==> src/sv/pec_pkg.sv <==
// ----------------------------------------------------------------------------
// pec_pkg: park-exit classifier shared definitions
// Codes, register indexes, reset values and the corner extrapolation constants.
// ----------------------------------------------------------------------------
package pec_pkg;

  // Mounting geometry of the side sensors
  localparam int OVERHANG_MM       = 500;
  localparam int SENSOR_SPACING_MM = 1000;

  // Field widths
  localparam int DIST_W  = 16;
  localparam int FLAGS_W = 7;
  localparam int INDEX_W = 3;

  // Corner extrapolation: floor(x * OVERHANG_MM / SENSOR_SPACING_MM) is taken
  // as (x * PRED_MULT) >> PRED_SHIFT, exact for any 16-bit x because the
  // rounding error stays below 1 / SENSOR_SPACING_MM.
  localparam int      PRED_SHIFT  = 30;
  localparam longint  PRED_MULT   = ((longint'(OVERHANG_MM) << PRED_SHIFT)
                                     + longint'(SENSOR_SPACING_MM) - 1)
                                    / longint'(SENSOR_SPACING_MM);
  localparam int      PRED_MULT_W = (PRED_MULT > 1) ? $clog2(PRED_MULT + 1) : 1;
  localparam int      PROD_W      = DIST_W + PRED_MULT_W;
  localparam int      QUOT_W      = 29;
  localparam int      PRED_W      = 32;

  // Exit direction codes
  typedef enum logic [1:0] {
    DIR_STRAIGHT = 2'd0,
    DIR_LEFT     = 2'd1,
    DIR_RIGHT    = 2'd2,
    DIR_RIGHT_ALT = 2'd3
  } dir_t;

  // Strategy codes
  typedef enum logic [1:0] {
    STRAT_NORMAL  = 2'd0,
    STRAT_AVOID   = 2'd1,
    STRAT_BLOCKED = 2'd2
  } strategy_t;

  // Exit-side risk codes
  typedef enum logic [2:0] {
    RISK_SAFE       = 3'd0,
    RISK_CRITICAL   = 3'd1,
    RISK_NARROW     = 3'd2,
    RISK_NEAR_FRONT = 3'd3,
    RISK_NEAR_REAR  = 3'd4,
    RISK_TILT_FRONT = 3'd5,
    RISK_TILT_REAR  = 3'd6
  } risk_t;

  // Steering codes
  typedef enum logic [1:0] {
    STEER_CENTER = 2'd0,
    STEER_LEFT   = 2'd1,
    STEER_RIGHT  = 2'd2
  } steer_t;

  // Configuration register indexes
  typedef enum logic [INDEX_W-1:0] {
    REG_CRITICAL_DISTANCE  = 3'd0,
    REG_NEAR_DISTANCE      = 3'd1,
    REG_CLEAR_DISTANCE     = 3'd2,
    REG_TILT_DIFFERENCE    = 3'd3,
    REG_ESCAPE_TIME_LONG   = 3'd4,
    REG_REALIGN_TIME_LONG  = 3'd5,
    REG_ESCAPE_TIME_SHORT  = 3'd6,
    REG_REALIGN_TIME_SHORT = 3'd7
  } reg_index_t;

  // Register reset values
  localparam logic [DIST_W-1:0] CRITICAL_DISTANCE_RST  = 16'd300;
  localparam logic [DIST_W-1:0] NEAR_DISTANCE_RST      = 16'd600;
  localparam logic [DIST_W-1:0] CLEAR_DISTANCE_RST     = 16'd1200;
  localparam logic [DIST_W-1:0] TILT_DIFFERENCE_RST    = 16'd150;
  localparam logic [DIST_W-1:0] ESCAPE_TIME_LONG_RST   = 16'd2000;
  localparam logic [DIST_W-1:0] REALIGN_TIME_LONG_RST  = 16'd2000;
  localparam logic [DIST_W-1:0] ESCAPE_TIME_SHORT_RST  = 16'd1000;
  localparam logic [DIST_W-1:0] REALIGN_TIME_SHORT_RST = 16'd1000;

  // Danger flag bit positions
  localparam int DF_FRONT        = 0;
  localparam int DF_CORNER_LEFT  = 1;
  localparam int DF_CORNER_RIGHT = 2;
  localparam int DF_LEFT_FRONT   = 3;
  localparam int DF_LEFT_REAR    = 4;
  localparam int DF_RIGHT_FRONT  = 5;
  localparam int DF_RIGHT_REAR   = 6;

  // One sensor snapshot
  typedef struct packed {
    logic [1:0]         exit_direction;
    logic               sensors_ok;
    logic [DIST_W-1:0]  left_front_mm;
    logic [DIST_W-1:0]  left_rear_mm;
    logic [DIST_W-1:0]  right_front_mm;
    logic [DIST_W-1:0]  right_rear_mm;
    logic [DIST_W-1:0]  corner_left_mm;
    logic [DIST_W-1:0]  corner_right_mm;
    logic [FLAGS_W-1:0] danger_flags;
  } snap_t;

  // One classification result
  typedef struct packed {
    strategy_t         strategy;
    risk_t             exit_risk;
    logic [DIST_W-1:0] escape_ms;
    logic [DIST_W-1:0] realign_ms;
    steer_t            escape_steer;
    steer_t            realign_steer;
  } result_t;

endpackage

==> src/sv/pec_if.sv <==
// ----------------------------------------------------------------------------
// pec_if: park-exit classifier channels
// Snapshot input, result output and register write channels.
// ----------------------------------------------------------------------------
interface pec_snap_if;
  logic                        valid;
  logic                        ready;
  logic [1:0]                  exit_direction;
  logic                        sensors_ok;
  logic [pec_pkg::DIST_W-1:0]  left_front_mm;
  logic [pec_pkg::DIST_W-1:0]  left_rear_mm;
  logic [pec_pkg::DIST_W-1:0]  right_front_mm;
  logic [pec_pkg::DIST_W-1:0]  right_rear_mm;
  logic [pec_pkg::DIST_W-1:0]  corner_left_mm;
  logic [pec_pkg::DIST_W-1:0]  corner_right_mm;
  logic [pec_pkg::FLAGS_W-1:0] danger_flags;

  modport source (
    output valid, exit_direction, sensors_ok, left_front_mm, left_rear_mm,
           right_front_mm, right_rear_mm, corner_left_mm, corner_right_mm,
           danger_flags,
    input  ready
  );
  modport sink (
    input  valid, exit_direction, sensors_ok, left_front_mm, left_rear_mm,
           right_front_mm, right_rear_mm, corner_left_mm, corner_right_mm,
           danger_flags,
    output ready
  );
endinterface

interface pec_result_if;
  logic                       valid;
  logic                       ready;
  logic [1:0]                 strategy;
  logic [2:0]                 exit_risk;
  logic [pec_pkg::DIST_W-1:0] escape_ms;
  logic [pec_pkg::DIST_W-1:0] realign_ms;
  logic [1:0]                 escape_steer;
  logic [1:0]                 realign_steer;

  modport source (
    output valid, strategy, exit_risk, escape_ms, realign_ms, escape_steer,
           realign_steer,
    input  ready
  );
  modport sink (
    input  valid, strategy, exit_risk, escape_ms, realign_ms, escape_steer,
           realign_steer,
    output ready
  );
endinterface

interface pec_cfg_if;
  logic                        valid;
  logic                        ready;
  logic [pec_pkg::INDEX_W-1:0] index;
  logic [pec_pkg::DIST_W-1:0]  data;

  modport source (output valid, index, data, input ready);
  modport sink (input valid, index, data, output ready);
endinterface

==> src/sv/park_exit_strategy_classifier.sv <==
// ----------------------------------------------------------------------------
// park_exit_strategy_classifier: exit-side risk and strategy selection
// Classifies one parking-sensor snapshot per transaction into a strategy,
// an exit-side risk code, avoidance durations and steering directions.
// ----------------------------------------------------------------------------
// Usage:
//   snap   - sink channel, one sensor snapshot per transaction.
//   result - source channel, exactly one result per accepted snapshot,
//            delivered in order.
//   cfg    - register write channel, always ready; write only while idle.
// Pipeline: an accepted snapshot goes through the input register, then the
//   result register, before it is presented on result.
// Throughput: one transaction per cycle while result.ready is high. The whole
//   classification, including the constant multiply of the corner
//   extrapolation, sits between the input register and the result register.
// Reset (rst, synchronous): both pipeline stages empty, registers return to
//   their default thresholds and durations.
// Stall: when result.ready is low the result register holds; the input
//   register still takes one more snapshot, then snap.ready drops until the
//   result is taken.
// ----------------------------------------------------------------------------
module park_exit_strategy_classifier (
  input  logic               clk,
  input  logic               rst,
  pec_snap_if.sink           snap,
  pec_result_if.source       result,
  pec_cfg_if.sink            cfg
);

  // Configuration registers
  logic [pec_pkg::DIST_W-1:0] critical_distance;
  logic [pec_pkg::DIST_W-1:0] near_distance;
  logic [pec_pkg::DIST_W-1:0] clear_distance;
  logic [pec_pkg::DIST_W-1:0] tilt_difference;
  logic [pec_pkg::DIST_W-1:0] escape_time_long;
  logic [pec_pkg::DIST_W-1:0] realign_time_long;
  logic [pec_pkg::DIST_W-1:0] escape_time_short;
  logic [pec_pkg::DIST_W-1:0] realign_time_short;

  // Pipeline registers
  logic               s1_valid;
  pec_pkg::snap_t     s1;
  logic               res_valid;
  pec_pkg::result_t   res;
  pec_pkg::result_t   res_next;

  logic snap_accept;
  logic advance;

  // Classify one side from its front and rear distances
  function automatic pec_pkg::risk_t classify_side(
    input logic [pec_pkg::DIST_W-1:0] front,
    input logic [pec_pkg::DIST_W-1:0] rear,
    input logic [pec_pkg::DIST_W-1:0] crit,
    input logic [pec_pkg::DIST_W-1:0] near,
    input logic [pec_pkg::DIST_W-1:0] far,
    input logic [pec_pkg::DIST_W-1:0] tilt
  );
    logic signed [pec_pkg::DIST_W:0]   diff;
    logic        [pec_pkg::DIST_W-1:0] abs_diff;
    logic        [pec_pkg::PROD_W-1:0] prod;
    logic        [pec_pkg::QUOT_W-1:0] quot;
    logic signed [pec_pkg::PRED_W-1:0] front_s;
    logic signed [pec_pkg::PRED_W-1:0] quot_s;
    logic signed [pec_pkg::PRED_W-1:0] pred;
    logic signed [pec_pkg::PRED_W-1:0] far_s;
    logic signed [pec_pkg::PRED_W-1:0] near_s;
    logic signed [pec_pkg::DIST_W+1:0] diff_w;
    logic signed [pec_pkg::DIST_W+1:0] tilt_w;
    logic        [pec_pkg::DIST_W-1:0] nearer;
    logic                              side_clear;
    pec_pkg::risk_t                    risk;

    diff     = $signed({1'b0, front}) - $signed({1'b0, rear});
    abs_diff = diff[pec_pkg::DIST_W] ? pec_pkg::DIST_W'(rear - front)
                                     : pec_pkg::DIST_W'(front - rear);
    // Extrapolate the front corner; truncation toward zero on the magnitude
    prod     = pec_pkg::PROD_W'(abs_diff)
             * pec_pkg::PROD_W'(pec_pkg::PRED_MULT);
    quot     = pec_pkg::QUOT_W'(prod >> pec_pkg::PRED_SHIFT);
    front_s  = $signed(pec_pkg::PRED_W'(front));
    quot_s   = $signed(pec_pkg::PRED_W'(quot));
    pred     = diff[pec_pkg::DIST_W] ? (front_s - quot_s) : (front_s + quot_s);
    if (pred < 0) begin
      pred = '0;
    end
    far_s    = $signed(pec_pkg::PRED_W'(far));
    near_s   = $signed(pec_pkg::PRED_W'(near));
    diff_w   = (pec_pkg::DIST_W + 2)'(diff);
    tilt_w   = $signed((pec_pkg::DIST_W + 2)'(tilt));
    nearer   = (front < rear) ? front : rear;
    side_clear = (front >= far) && (rear >= far) && (pred >= far_s);

    if (nearer < crit) begin
      risk = pec_pkg::RISK_CRITICAL;
    end else if (side_clear) begin
      risk = pec_pkg::RISK_SAFE;
    end else if (front < near && rear < near) begin
      risk = pec_pkg::RISK_NARROW;
    end else if (front < near) begin
      risk = pec_pkg::RISK_NEAR_FRONT;
    end else if (rear < near) begin
      risk = pec_pkg::RISK_NEAR_REAR;
    end else if (pred < near_s) begin
      risk = pec_pkg::RISK_TILT_FRONT;
    end else if (diff_w < -tilt_w) begin
      risk = pec_pkg::RISK_TILT_FRONT;
    end else if (diff_w > tilt_w) begin
      risk = pec_pkg::RISK_TILT_REAR;
    end else begin
      risk = pec_pkg::RISK_SAFE;
    end
    return risk;
  endfunction

  // Handshakes
  assign snap_accept = snap.valid && snap.ready;
  assign advance     = s1_valid && (!res_valid || result.ready);
  assign snap.ready  = !s1_valid || advance;
  assign cfg.ready   = 1'b1;

  // Classify the registered snapshot
  always_comb begin
    logic                         left;
    logic                         blocked_early;
    logic [pec_pkg::DIST_W-1:0]   opp_f;
    logic [pec_pkg::DIST_W-1:0]   opp_r;
    logic [pec_pkg::DIST_W-1:0]   opp_c;
    logic                         opp_flag;
    logic                         is_long;
    pec_pkg::risk_t               risk;

    left          = (s1.exit_direction == pec_pkg::DIR_LEFT);
    blocked_early = s1.danger_flags[pec_pkg::DF_FRONT] ||
                    (left ? s1.danger_flags[pec_pkg::DF_CORNER_LEFT]
                          : s1.danger_flags[pec_pkg::DF_CORNER_RIGHT]);
    opp_f    = left ? s1.right_front_mm  : s1.left_front_mm;
    opp_r    = left ? s1.right_rear_mm   : s1.left_rear_mm;
    opp_c    = left ? s1.corner_right_mm : s1.corner_left_mm;
    opp_flag = left ? (s1.danger_flags[pec_pkg::DF_RIGHT_FRONT] ||
                       s1.danger_flags[pec_pkg::DF_RIGHT_REAR]  ||
                       s1.danger_flags[pec_pkg::DF_CORNER_RIGHT])
                    : (s1.danger_flags[pec_pkg::DF_LEFT_FRONT] ||
                       s1.danger_flags[pec_pkg::DF_LEFT_REAR]  ||
                       s1.danger_flags[pec_pkg::DF_CORNER_LEFT]);
    risk = left ? classify_side(s1.left_front_mm, s1.left_rear_mm,
                                critical_distance, near_distance,
                                clear_distance, tilt_difference)
                : classify_side(s1.right_front_mm, s1.right_rear_mm,
                                critical_distance, near_distance,
                                clear_distance, tilt_difference);
    is_long = (risk == pec_pkg::RISK_CRITICAL) || (risk == pec_pkg::RISK_NARROW) ||
              (risk == pec_pkg::RISK_NEAR_FRONT) || (risk == pec_pkg::RISK_TILT_FRONT);

    res_next.strategy      = pec_pkg::STRAT_NORMAL;
    res_next.exit_risk     = pec_pkg::RISK_SAFE;
    res_next.escape_ms     = '0;
    res_next.realign_ms    = '0;
    res_next.escape_steer  = pec_pkg::STEER_CENTER;
    res_next.realign_steer = pec_pkg::STEER_CENTER;

    if (s1.exit_direction != pec_pkg::DIR_STRAIGHT && s1.sensors_ok) begin
      if (blocked_early) begin
        res_next.strategy = pec_pkg::STRAT_BLOCKED;
      end else begin
        res_next.exit_risk = risk;
        if (risk == pec_pkg::RISK_SAFE) begin
          res_next.strategy = pec_pkg::STRAT_NORMAL;
        end else if (opp_f < critical_distance || opp_r < critical_distance ||
                     opp_c < critical_distance || opp_flag) begin
          res_next.strategy = pec_pkg::STRAT_BLOCKED;
        end else begin
          res_next.strategy      = pec_pkg::STRAT_AVOID;
          res_next.escape_ms     = is_long ? escape_time_long : escape_time_short;
          res_next.realign_ms    = is_long ? realign_time_long : realign_time_short;
          res_next.escape_steer  = left ? pec_pkg::STEER_RIGHT : pec_pkg::STEER_LEFT;
          res_next.realign_steer = left ? pec_pkg::STEER_LEFT : pec_pkg::STEER_RIGHT;
        end
      end
    end
  end

  // Advance pipeline control and take register writes
  always_ff @(posedge clk) begin
    if (rst) begin
      s1_valid           <= 1'b0;
      res_valid          <= 1'b0;
      critical_distance  <= pec_pkg::CRITICAL_DISTANCE_RST;
      near_distance      <= pec_pkg::NEAR_DISTANCE_RST;
      clear_distance     <= pec_pkg::CLEAR_DISTANCE_RST;
      tilt_difference    <= pec_pkg::TILT_DIFFERENCE_RST;
      escape_time_long   <= pec_pkg::ESCAPE_TIME_LONG_RST;
      realign_time_long  <= pec_pkg::REALIGN_TIME_LONG_RST;
      escape_time_short  <= pec_pkg::ESCAPE_TIME_SHORT_RST;
      realign_time_short <= pec_pkg::REALIGN_TIME_SHORT_RST;
    end else begin
      if (snap_accept) begin
        s1_valid <= 1'b1;
      end else if (advance) begin
        s1_valid <= 1'b0;
      end
      if (advance) begin
        res_valid <= 1'b1;
      end else if (result.ready) begin
        res_valid <= 1'b0;
      end
      if (cfg.valid && cfg.ready) begin
        case (pec_pkg::reg_index_t'(cfg.index))
          pec_pkg::REG_CRITICAL_DISTANCE:  critical_distance  <= cfg.data;
          pec_pkg::REG_NEAR_DISTANCE:      near_distance      <= cfg.data;
          pec_pkg::REG_CLEAR_DISTANCE:     clear_distance     <= cfg.data;
          pec_pkg::REG_TILT_DIFFERENCE:    tilt_difference    <= cfg.data;
          pec_pkg::REG_ESCAPE_TIME_LONG:   escape_time_long   <= cfg.data;
          pec_pkg::REG_REALIGN_TIME_LONG:  realign_time_long  <= cfg.data;
          pec_pkg::REG_ESCAPE_TIME_SHORT:  escape_time_short  <= cfg.data;
          pec_pkg::REG_REALIGN_TIME_SHORT: realign_time_short <= cfg.data;
          default: begin
          end
        endcase
      end
    end
  end

  // Load payload registers
  always_ff @(posedge clk) begin
    if (snap_accept) begin
      s1.exit_direction  <= snap.exit_direction;
      s1.sensors_ok      <= snap.sensors_ok;
      s1.left_front_mm   <= snap.left_front_mm;
      s1.left_rear_mm    <= snap.left_rear_mm;
      s1.right_front_mm  <= snap.right_front_mm;
      s1.right_rear_mm   <= snap.right_rear_mm;
      s1.corner_left_mm  <= snap.corner_left_mm;
      s1.corner_right_mm <= snap.corner_right_mm;
      s1.danger_flags    <= snap.danger_flags;
    end
    if (advance) begin
      res <= res_next;
    end
  end

  // Drive the result channel
  assign result.valid         = res_valid;
  assign result.strategy      = res.strategy;
  assign result.exit_risk     = res.exit_risk;
  assign result.escape_ms     = res.escape_ms;
  assign result.realign_ms    = res.realign_ms;
  assign result.escape_steer  = res.escape_steer;
  assign result.realign_steer = res.realign_steer;

  // Both stages come out of reset empty
  a_reset_empty: assert property (@(posedge clk)
    $past(rst) |-> (!result.valid && snap.ready))
    else $error("pipeline not empty after reset");

  // Durations and steering only accompany an avoidance result
  a_avoid_only: assert property (@(posedge clk) disable iff (rst)
    (result.valid && res.strategy != pec_pkg::STRAT_AVOID) |->
      (result.escape_ms == '0 && result.realign_ms == '0 &&
       res.escape_steer == pec_pkg::STEER_CENTER &&
       res.realign_steer == pec_pkg::STEER_CENTER))
    else $error("avoidance fields set outside avoid strategy");

  // Avoidance steers away and then back
  a_avoid_steer: assert property (@(posedge clk) disable iff (rst)
    (result.valid && res.strategy == pec_pkg::STRAT_AVOID) |->
      (res.escape_steer != pec_pkg::STEER_CENTER &&
       res.realign_steer != pec_pkg::STEER_CENTER &&
       res.escape_steer != res.realign_steer))
    else $error("inconsistent avoidance steering");

  // A full input stage behind a stalled result blocks new snapshots
  a_backpressure: assert property (@(posedge clk) disable iff (rst)
    (s1_valid && res_valid && !result.ready) |-> !snap.ready)
    else $error("snapshot accepted with both stages full");

  // A snapshot accepted while the output is free is in the input stage the cycle after
  a_forward: assert property (@(posedge clk) disable iff (rst)
    (snap_accept && !s1_valid && (!res_valid || result.ready)) |=> s1_valid)
    else $error("accepted snapshot lost from input stage");

endmodule
==> src/flat_wrapper.sv <==
// flat-port wrapper written by rule: the top's interface ports become plain ports
module park_exit_strategy_classifier_flat 
  (clk, rst, snap_valid, snap_exit_direction, snap_sensors_ok, snap_left_front_mm, snap_left_rear_mm, snap_right_front_mm, snap_right_rear_mm, snap_corner_left_mm, snap_corner_right_mm, snap_danger_flags, snap_ready, result_valid, result_strategy, result_exit_risk, result_escape_ms, result_realign_ms, result_escape_steer, result_realign_steer, result_ready, cfg_valid, cfg_index, cfg_data, cfg_ready);
  pec_snap_if snap_i ();
  pec_result_if result_i ();
  pec_cfg_if cfg_i ();
  input  logic clk;
  input  logic rst;
  input wire logic [$bits(snap_i.valid)-1:0] snap_valid;
  input wire logic [$bits(snap_i.exit_direction)-1:0] snap_exit_direction;
  input wire logic [$bits(snap_i.sensors_ok)-1:0] snap_sensors_ok;
  input wire logic [$bits(snap_i.left_front_mm)-1:0] snap_left_front_mm;
  input wire logic [$bits(snap_i.left_rear_mm)-1:0] snap_left_rear_mm;
  input wire logic [$bits(snap_i.right_front_mm)-1:0] snap_right_front_mm;
  input wire logic [$bits(snap_i.right_rear_mm)-1:0] snap_right_rear_mm;
  input wire logic [$bits(snap_i.corner_left_mm)-1:0] snap_corner_left_mm;
  input wire logic [$bits(snap_i.corner_right_mm)-1:0] snap_corner_right_mm;
  input wire logic [$bits(snap_i.danger_flags)-1:0] snap_danger_flags;
  output wire logic [$bits(snap_i.ready)-1:0] snap_ready;
  output wire logic [$bits(result_i.valid)-1:0] result_valid;
  output wire logic [$bits(result_i.strategy)-1:0] result_strategy;
  output wire logic [$bits(result_i.exit_risk)-1:0] result_exit_risk;
  output wire logic [$bits(result_i.escape_ms)-1:0] result_escape_ms;
  output wire logic [$bits(result_i.realign_ms)-1:0] result_realign_ms;
  output wire logic [$bits(result_i.escape_steer)-1:0] result_escape_steer;
  output wire logic [$bits(result_i.realign_steer)-1:0] result_realign_steer;
  input wire logic [$bits(result_i.ready)-1:0] result_ready;
  input wire logic [$bits(cfg_i.valid)-1:0] cfg_valid;
  input wire logic [$bits(cfg_i.index)-1:0] cfg_index;
  input wire logic [$bits(cfg_i.data)-1:0] cfg_data;
  output wire logic [$bits(cfg_i.ready)-1:0] cfg_ready;
  assign snap_i.valid = snap_valid;
  assign snap_i.exit_direction = snap_exit_direction;
  assign snap_i.sensors_ok = snap_sensors_ok;
  assign snap_i.left_front_mm = snap_left_front_mm;
  assign snap_i.left_rear_mm = snap_left_rear_mm;
  assign snap_i.right_front_mm = snap_right_front_mm;
  assign snap_i.right_rear_mm = snap_right_rear_mm;
  assign snap_i.corner_left_mm = snap_corner_left_mm;
  assign snap_i.corner_right_mm = snap_corner_right_mm;
  assign snap_i.danger_flags = snap_danger_flags;
  assign snap_ready = snap_i.ready;
  assign result_valid = result_i.valid;
  assign result_strategy = result_i.strategy;
  assign result_exit_risk = result_i.exit_risk;
  assign result_escape_ms = result_i.escape_ms;
  assign result_realign_ms = result_i.realign_ms;
  assign result_escape_steer = result_i.escape_steer;
  assign result_realign_steer = result_i.realign_steer;
  assign result_i.ready = result_ready;
  assign cfg_i.valid = cfg_valid;
  assign cfg_i.index = cfg_index;
  assign cfg_i.data = cfg_data;
  assign cfg_ready = cfg_i.ready;
  park_exit_strategy_classifier u_core (.clk(clk), .rst(rst), .snap(snap_i), .result(result_i), .cfg(cfg_i));
endmodule
==> config.mk <==
export PLATFORM = sky130hd
export DESIGN_NAME = park_exit_strategy_classifier_flat
export DESIGN_NICKNAME = d
export VERILOG_FILES = /design/src/sv/pec_pkg.sv /design/src/sv/pec_if.sv /design/src/sv/park_exit_strategy_classifier.sv /design/src/flat_wrapper.sv
export SDC_FILE = /design/constraint.sdc
export NUM_CORES = 1
export LEC_CHECK = 0
export BUFFER_PORTS_ARGS = -buffer_cell sky130_fd_sc_hd__buf_4
export CAP_MARGIN = 20
export CORE_UTILIZATION = 40
export CTS_CLUSTER_DIAMETER = 60
export DETAILED_ROUTE_END_ITERATION = 10
export PLACE_DENSITY = 0.66
export SETUP_SLACK_MARGIN = 0.3
export SLEW_MARGIN = 10
export SYNTH_ARGS = -nofsm -noshare
export SYNTH_HDL_FRONTEND = slang
export SYNTH_SLANG_ARGS = --single-unit
==> constraint.sdc <==
create_clock -name clk -period 8.67 [get_ports clk]
set_clock_uncertainty 0.05 [all_clocks]
set_input_delay 0.4335 -clock clk [delete_from_list [all_inputs] [get_ports clk]]
set_output_delay 0.4335 -clock clk [all_outputs]
set_load 0.02 [all_outputs]
== Word-level counts from Yosys, hierarchy flattened ==
Cells that the tools add are included.

* Register bits: 277
* Output and inout port bits: 44
* Word-level logic and storage cells: 156

* Add/sub/neg operators: 11
* Order comparisons: 25
* Equality and inequality tests: 12
* Muxes and demuxes: 41
* Bitwise operators: 1
* Reductions and logical operators: 40

{| class="wikitable"
|+ Operators by type and width
! cell !! number
|-
| $lt A16 B16 Y1 || 11
|-
| $mux W16 || 9
|-
| $mux W32 || 4
|-
| $ge A16 B16 Y1 || 4
|-
| $ge A32 B17 Y1 || 2
|-
| $lt A32 B1 Y1 const B || 2
|-
| $lt A32 B17 Y1 || 2
|-
| $sub A16 B16 Y16 || 4
|-
| $mux W3 || 17
|-
| $lt A17 B18 Y1 || 2
|-
| $add A16 B15 Y17 || 2
|-
| $gt A17 B17 Y1 || 2
|-
| $sub A16 B15 Y17 || 2
|-
| $sub A16 B16 Y17 || 2
|-
| $neg A16 Y18 || 1
|-
| $reduce_and A2 Y1 || 8
|-
| $eq A3 B3 Y1 const B || 5
|-
| $logic_or A1 B1 Y1 || 13
|-
| $eq A3 B2 Y1 const B || 4
|-
| $mux W2 || 5
|-
| $logic_and A1 B1 Y1 || 9
|-
| $eq A3 B1 Y1 const B || 2
|-
| $logic_not A3 Y1 || 2
|-
| $mux W1 || 6
|-
| 7 further kinds || 10
|}

== Longest topological paths before layout ==
* Depth after elaboration: 19
* Gate-level depth with buffers: 39
* Mapped depth without buffers: 35

== Worst setup path before layout ==
No wires, ideal clock.

* Path type: reg2reg
* From: reg u_core.s1[87] (netlist name)
* To: reg u_core.res (netlist bit u_core.result.escape_ms[0]), data pin
* Setup time: 257 ps
* Arrival: 7,498 ps
* Required time: 8,363 ps
* Path slack: 865 ps
* Stages on the path, launching flop included: 34
* Buffers on the path: 4
* Period minus slack after synthesis: 7,805 ps
* Cells stage by stage: edfxtp_1 > inv_1 > ha_1 > inv_1 > fa_1 > a211oi_1 > o21ai_0 > o2111ai_1 > nand2_1 > inv_1 > clkbuf_1 > buf_1 > mux2_2 > ha_1 > inv_2 > a211o_1 > a2111o_1 > a31oi_4 > nand2b_1 > clkbuf_1 > nor2_1 > a21oi_1 > a21oi_1 > ha_1 > a211oi_1 > o21ai_0 > a2111oi_0 > a211oi_1 > o31a_1 > a2111oi_2 > a22o_1 > mux2i_4 > buf_2 > a32o_1

* Longest elaborated chain between the ends: 19
* Elaborated cells on any way between the ends: 45
* Those cells by class: add/sub (5); order compare (10); eq/ne (4); mux (15); reduce/logical (11)

{| class="wikitable"
|+ Ends and longest elaborated chain
! item !! RTL line !! source
|-
| start, declared || park_exit_strategy_classifier.sv:42 || <nowiki>pec_pkg::snap_t s1;</nowiki>
|-
| $sub A16 B16 Y16 (tied with other cells) || park_exit_strategy_classifier.sv:76 || <nowiki>: pec_pkg::DIST_W'(front - rear);</nowiki>
|-
| $mux W16 || park_exit_strategy_classifier.sv:75 || <nowiki>abs_diff = diff[pec_pkg::DIST_W] ? pec_pkg::DIST_W'(rear - front)</nowiki>
|-
| $add A16 B15 Y17 or $sub A16 B15 Y17 (tied branches) || park_exit_strategy_classifier.sv:83 || <nowiki>pred = diff[pec_pkg::DIST_W] ? (front_s - quot_s) : (front_s + quot_s);</nowiki>
|-
| $mux W32 || park_exit_strategy_classifier.sv:83 ||
|-
| $lt A32 B1 Y1 || park_exit_strategy_classifier.sv:84 || <nowiki>if (pred < 0) begin</nowiki>
|-
| $mux W32 || park_exit_strategy_classifier.sv:84 ||
|-
| $lt A32 B17 Y1 || park_exit_strategy_classifier.sv:104 || <nowiki>end else if (pred < near_s) begin</nowiki>
|-
| $mux W3 || park_exit_strategy_classifier.sv:104 ||
|-
| [... 2 more ...] || - ||
|-
| $mux W3 || park_exit_strategy_classifier.sv:98 || <nowiki>end else if (front < near && rear < near) begin</nowiki>
|-
| $mux W3 || park_exit_strategy_classifier.sv:96 || <nowiki>end else if (side_clear) begin</nowiki>
|-
| $mux W3 || park_exit_strategy_classifier.sv:94 || <nowiki>if (nearer < crit) begin</nowiki>
|-
| $mux W3 || park_exit_strategy_classifier.sv:146 || <nowiki>risk = left ? classify_side(s1.left_front_mm, s1.left_rear_mm,</nowiki>
|-
| $eq A3 B1 Y1 or $eq A3 B2 Y1 (tied branches) || park_exit_strategy_classifier.sv:152 || <nowiki>is_long = (risk == pec_pkg::RISK_CRITICAL) || (risk == pec_pkg::RISK_NARROW) ||</nowiki>
|-
| $logic_or A1 B1 Y1 (2 in a row) || park_exit_strategy_classifier.sv:152 ||
|-
| $logic_or A1 B1 Y1 || park_exit_strategy_classifier.sv:153 || <nowiki>(risk == pec_pkg::RISK_NEAR_FRONT) || (risk == pec_pkg::RISK_TILT_FRONT);</nowiki>
|-
| $mux W16 || park_exit_strategy_classifier.sv:174 || <nowiki>res_next.escape_ms = is_long ? escape_time_long : escape_time_short;</nowiki>
|-
| end signal, assigned || park_exit_strategy_classifier.sv:238 || <nowiki>res <= res_next;</nowiki>
|-
| end, declared || park_exit_strategy_classifier.sv:44 || <nowiki>pec_pkg::result_t res;</nowiki>
|}

Parallel ways exist; a longest one is shown, timed or not.
A chain may end at the register's enable or synchronous reset.

== Final worst setup path ==
* From: reg u_core.s1[71] (netlist name)
* To: reg u_core.res (netlist bit u_core.result.realign_ms[4]), data pin

* Longest elaborated chain between the ends: 19
* Elaborated cells on any way between the ends: 45
* Those cells by class: add/sub (5); order compare (10); eq/ne (4); mux (15); reduce/logical (11)

{| class="wikitable"
|+ Ends and longest elaborated chain
! item !! RTL line !! source
|-
| $sub A16 B16 Y16 (tied with other cells) || park_exit_strategy_classifier.sv:76 ||
|-
| $mux W16 || park_exit_strategy_classifier.sv:75 ||
|-
| $add A16 B15 Y17 or $sub A16 B15 Y17 (tied branches) || park_exit_strategy_classifier.sv:83 ||
|-
| $mux W32 || park_exit_strategy_classifier.sv:83 ||
|-
| $lt A32 B1 Y1 || park_exit_strategy_classifier.sv:84 ||
|-
| $mux W32 || park_exit_strategy_classifier.sv:84 ||
|-
| $lt A32 B17 Y1 || park_exit_strategy_classifier.sv:104 ||
|-
| $mux W3 || park_exit_strategy_classifier.sv:104 ||
|-
| [... 2 more ...] || - ||
|-
| $mux W3 || park_exit_strategy_classifier.sv:98 ||
|-
| $mux W3 || park_exit_strategy_classifier.sv:96 ||
|-
| $mux W3 || park_exit_strategy_classifier.sv:94 ||
|-
| $mux W3 || park_exit_strategy_classifier.sv:146 ||
|-
| $eq A3 B1 Y1 or $eq A3 B2 Y1 (tied branches) || park_exit_strategy_classifier.sv:152 ||
|-
| $logic_or A1 B1 Y1 (2 in a row) || park_exit_strategy_classifier.sv:152 ||
|-
| $logic_or A1 B1 Y1 || park_exit_strategy_classifier.sv:153 ||
|-
| $mux W16 || park_exit_strategy_classifier.sv:175 || <nowiki>res_next.realign_ms = is_long ? realign_time_long : realign_time_short;</nowiki>
|}

Parallel ways exist; a longest one is shown, timed or not.

==> out/results.ini <==
[setup_path]
r2r-start=u_core.s1[71]$_DFFE_PP_
timing.rr.end=u_core.result.realign_ms[4]$_SDFFCE_PP0P_
cp_num_cells=34
slowest_stage=edfxtp_1
path_max_fanout=32
r2r_slack_ps=630
crit_family=compound AO/OA/AOI/OAI gates
required_ps=8950
path_class=reg -> reg
start_kind=register
critical_path_buf_inv_count=4
cp_slowest_stage_delay_ps=470
crit_top_cell=a21o_1
r2r_cells=34
crit_path_end_kind=register
arrival_ps=8320

[synth]
seq_area_frac_synth=0.2835
synthAdderAreaFrac=0.2400
synth_compound_area_frac=0.2257
synth_flop_cell=edfxtp_1
ys_async_sr_fraction=0
yosys_register_bits=275
synthSimpleGateAreaFrac=0.1579
netlist_area_um2=24540
synth_top_family_by_area=adder cells
synthXorXnorAreaFrac=0.03176
ys_types=80
synth_top_area_share=0.2335
synth_cells=2879
synth_fp_nets=3475
synth.area.mux_share=0.007290
synthTopCellsByArea=ha_1, edfxtp_1, dfxtp_1
syn_area_per_cell_um2=8.525
yosysWarnings=0
yosys.area.top_type=ha_1
synth_edf_count=145

[timing]
min_period_over_period=0.9278
fin_setup_tns_ps=0
hold_viol=0
worst_slack_ps=626.3
max-slew-margin-rel=0.2429
worst_pin_slew_ps=1107
rsz0062_at_grt=no
period_needed_ps=8044
max_freq_ghz=0.1243
hold_slack_ps=17.29
drv_slew=0
setup_viol=0

[floorplan]
dieArea_um2=62350
row_count=90
initial_core_util=0.4059
io_pins=174
die_w_um=249.7
coreArea_um2=60470
dieHeight_um=249.7

[placement]
pre_cts_ws_ps=308.0
gp_congestion=1.008
dp.cells=3802
portBuffers=172
dpl.hpwl_mm=67.46

[pwr]
power_per_cell_area_nw_per_um2=176.9
ir_drop_mv=0.1770
p_leak_nw=12.87

[cells_and_area]
multi_input_area_um2=16510
final_nets=3771
final_common_cell=ha_1
seq_area_um2=6957
n_fill_cell=5602
drive_above_1_share=0.1267
utilization=0.4857
fin_cells=3981
syn2layout_area_growth_pct=19.67
layout_common_cells=ha_1, nand2_1, buf_4

[worst_hold_path]
whs_path_depth=1
min_from=snap_left_front_mm[14]
min_to=u_core.s1[101]$_DFFE_PP_
hp-class=in -> reg

[detailed_routing]
ant_nets=0
drt_iter0_markers=2068
wl_per_cell_um=23.01
route.detailed.drc=0
vias=23090
vias_per_cell=5.801
routed_wl_mm=91.61
dr.pass1.iters=5

[global_routing]
grt_pass1_wl_mm=134.4
gr-total-overflow=0
antenna_found_initial=0
grt_usage=0.2849
grt_max_degree=78
grt_pass1_vias=21560

[cts]
clockRootBuffer=clkbuf_16
clk_path_buf_depth=3
clock_latency_ps=590
cts_inserted_buffers=28
path_clk_slew_ps=70
htreeDepth=1
clkSinkCount=275
cts_tree=done

[run]
timing.max_cap.violations=0

[run_status]
status=completed

synth_stat cells (33+ instances only):
library cell,number
inv_1,205
nor2_1,150
nand4_1,43
nand2_1,428
nand3_1,33
a21o_1,102
clkbuf_1,76
nand2b_1,33
ha_1,458
a32o_1,34
a211oi_1,38
a21oi_1,270
nor3_1,47
o21ai_0,168
xnor2_1,62
edfxtp_1,145
dfxtp_1,130
timing repair:
action / in CTS / in global routing
hold buffers: 100 / 0
endpoints found under the hold margin: 100 / 0
endpoints found under the setup margin: 22 / 39
gates resized for setup: 1 / 63
setup buffers: 2 / 22
pin swaps: 0 / 13
flip-flops by register name, indices dropped and copies added, names as in the netlist, 3 cells and up:
signal and flops:
u_core.tilt_difference 16, u_core.result.realign_ms 16, u_core.realign_time_short 16, u_core.escape_time_long 16, u_core.realign_time_long 16, u_core.critical_distance 16
u_core.result.escape_ms 16, u_core.s1 106, u_core.result.exit_risk 3, u_core.near_distance 16, u_core.escape_time_short 16, u_core.clear_distance 16
metal layers:
layer	vias up	wire [um]	part of all wire	track usage
li1	11050	-	-	-
met1	10790	37300	0.41	0.3620
met2	1013	41010	0.45	0.4552
met3	237	7620	0.083	0.05413
met4	0	5681	0.062	0.1543
met5	-	0	0	0
logic make-up (layout without fill, tap and decap cells):
kind of cell / Yosys count / after routing
flip-flops: 275 / 275
multiplexers: 16 / 16
other: 1 / 3
XOR/XNOR: 89 / 89
AND/OR/NAND/NOR: 855 / 855
AO/OA/AOI/OAI: 849 / 849
buffers and inverters: 328 / 646
adder cells (fa/ha/maj): 466 / 466
per-stage QoR:
step | area (um^2) | power, mW
4_1_cts | 28970 | 5.081
5_1_grt | 29370 | 5.526
6_report | 29370 | 5.197
2_1_floorplan | 24540 | 3.120
3_3_place_gp | 27010 | 3.819
3_5_place_dp | 27020 | 3.818
worst max path at each step:
stage	startpoint	to	slack, ps
floorplan	u_core.s1[87]$_DFFE_PP_	u_core.result.escape_ms[0]$_SDFFCE_PP0P_	860
global placement	u_core.s1[72]$_DFFE_PP_	u_core.result.realign_ms[5]$_SDFFCE_PP0P_	340
detailed placement	u_core.s1[56]$_DFFE_PP_	u_core.result.realign_ms[4]$_SDFFCE_PP0P_	310
CTS	u_core.s1[72]$_DFFE_PP_	u_core.result.realign_ms[4]$_SDFFCE_PP0P_	330
global route	u_core.s1[39]$_DFFE_PP_	u_core.result.realign_ms[4]$_SDFFCE_PP0P_	270
finish	u_core.s1[71]$_DFFE_PP_	u_core.result.realign_ms[4]$_SDFFCE_PP0P_	630
worst register-to-register path: cells and delay by family, from the launching register on:
kind | cells | cell delay [ps]
AOI/OAI and AO/OA | 21 | 4210
adders and majority gates | 4 | 1270
and+or+nand+nor | 4 | 1010
buffers and inverters | 4 | 540
DFF | 1 | 470
xor gates and xnor gates | 1 | 270
report_power, final:
part | internal [mW] | switching, mW
Clock | 0.677 | 0.539
Combinational | 1.04 | 1.47
Sequential | 1.43 | 0.0407
area by class of cell:
class	count	share of cell area
Clock inverter	13	0.004771
Clock buffer	39	0.02697
Sequential cell	275	0.2369
Tap cell	782	0.03331
Multi-Input combinational cell	2276	0.5622
Inverter	207	0.02663
Antenna cell	2	0.0001704
Timing Repair Buffer	387	0.1091
Note: power is estimated with default switching activity, not from simulation.
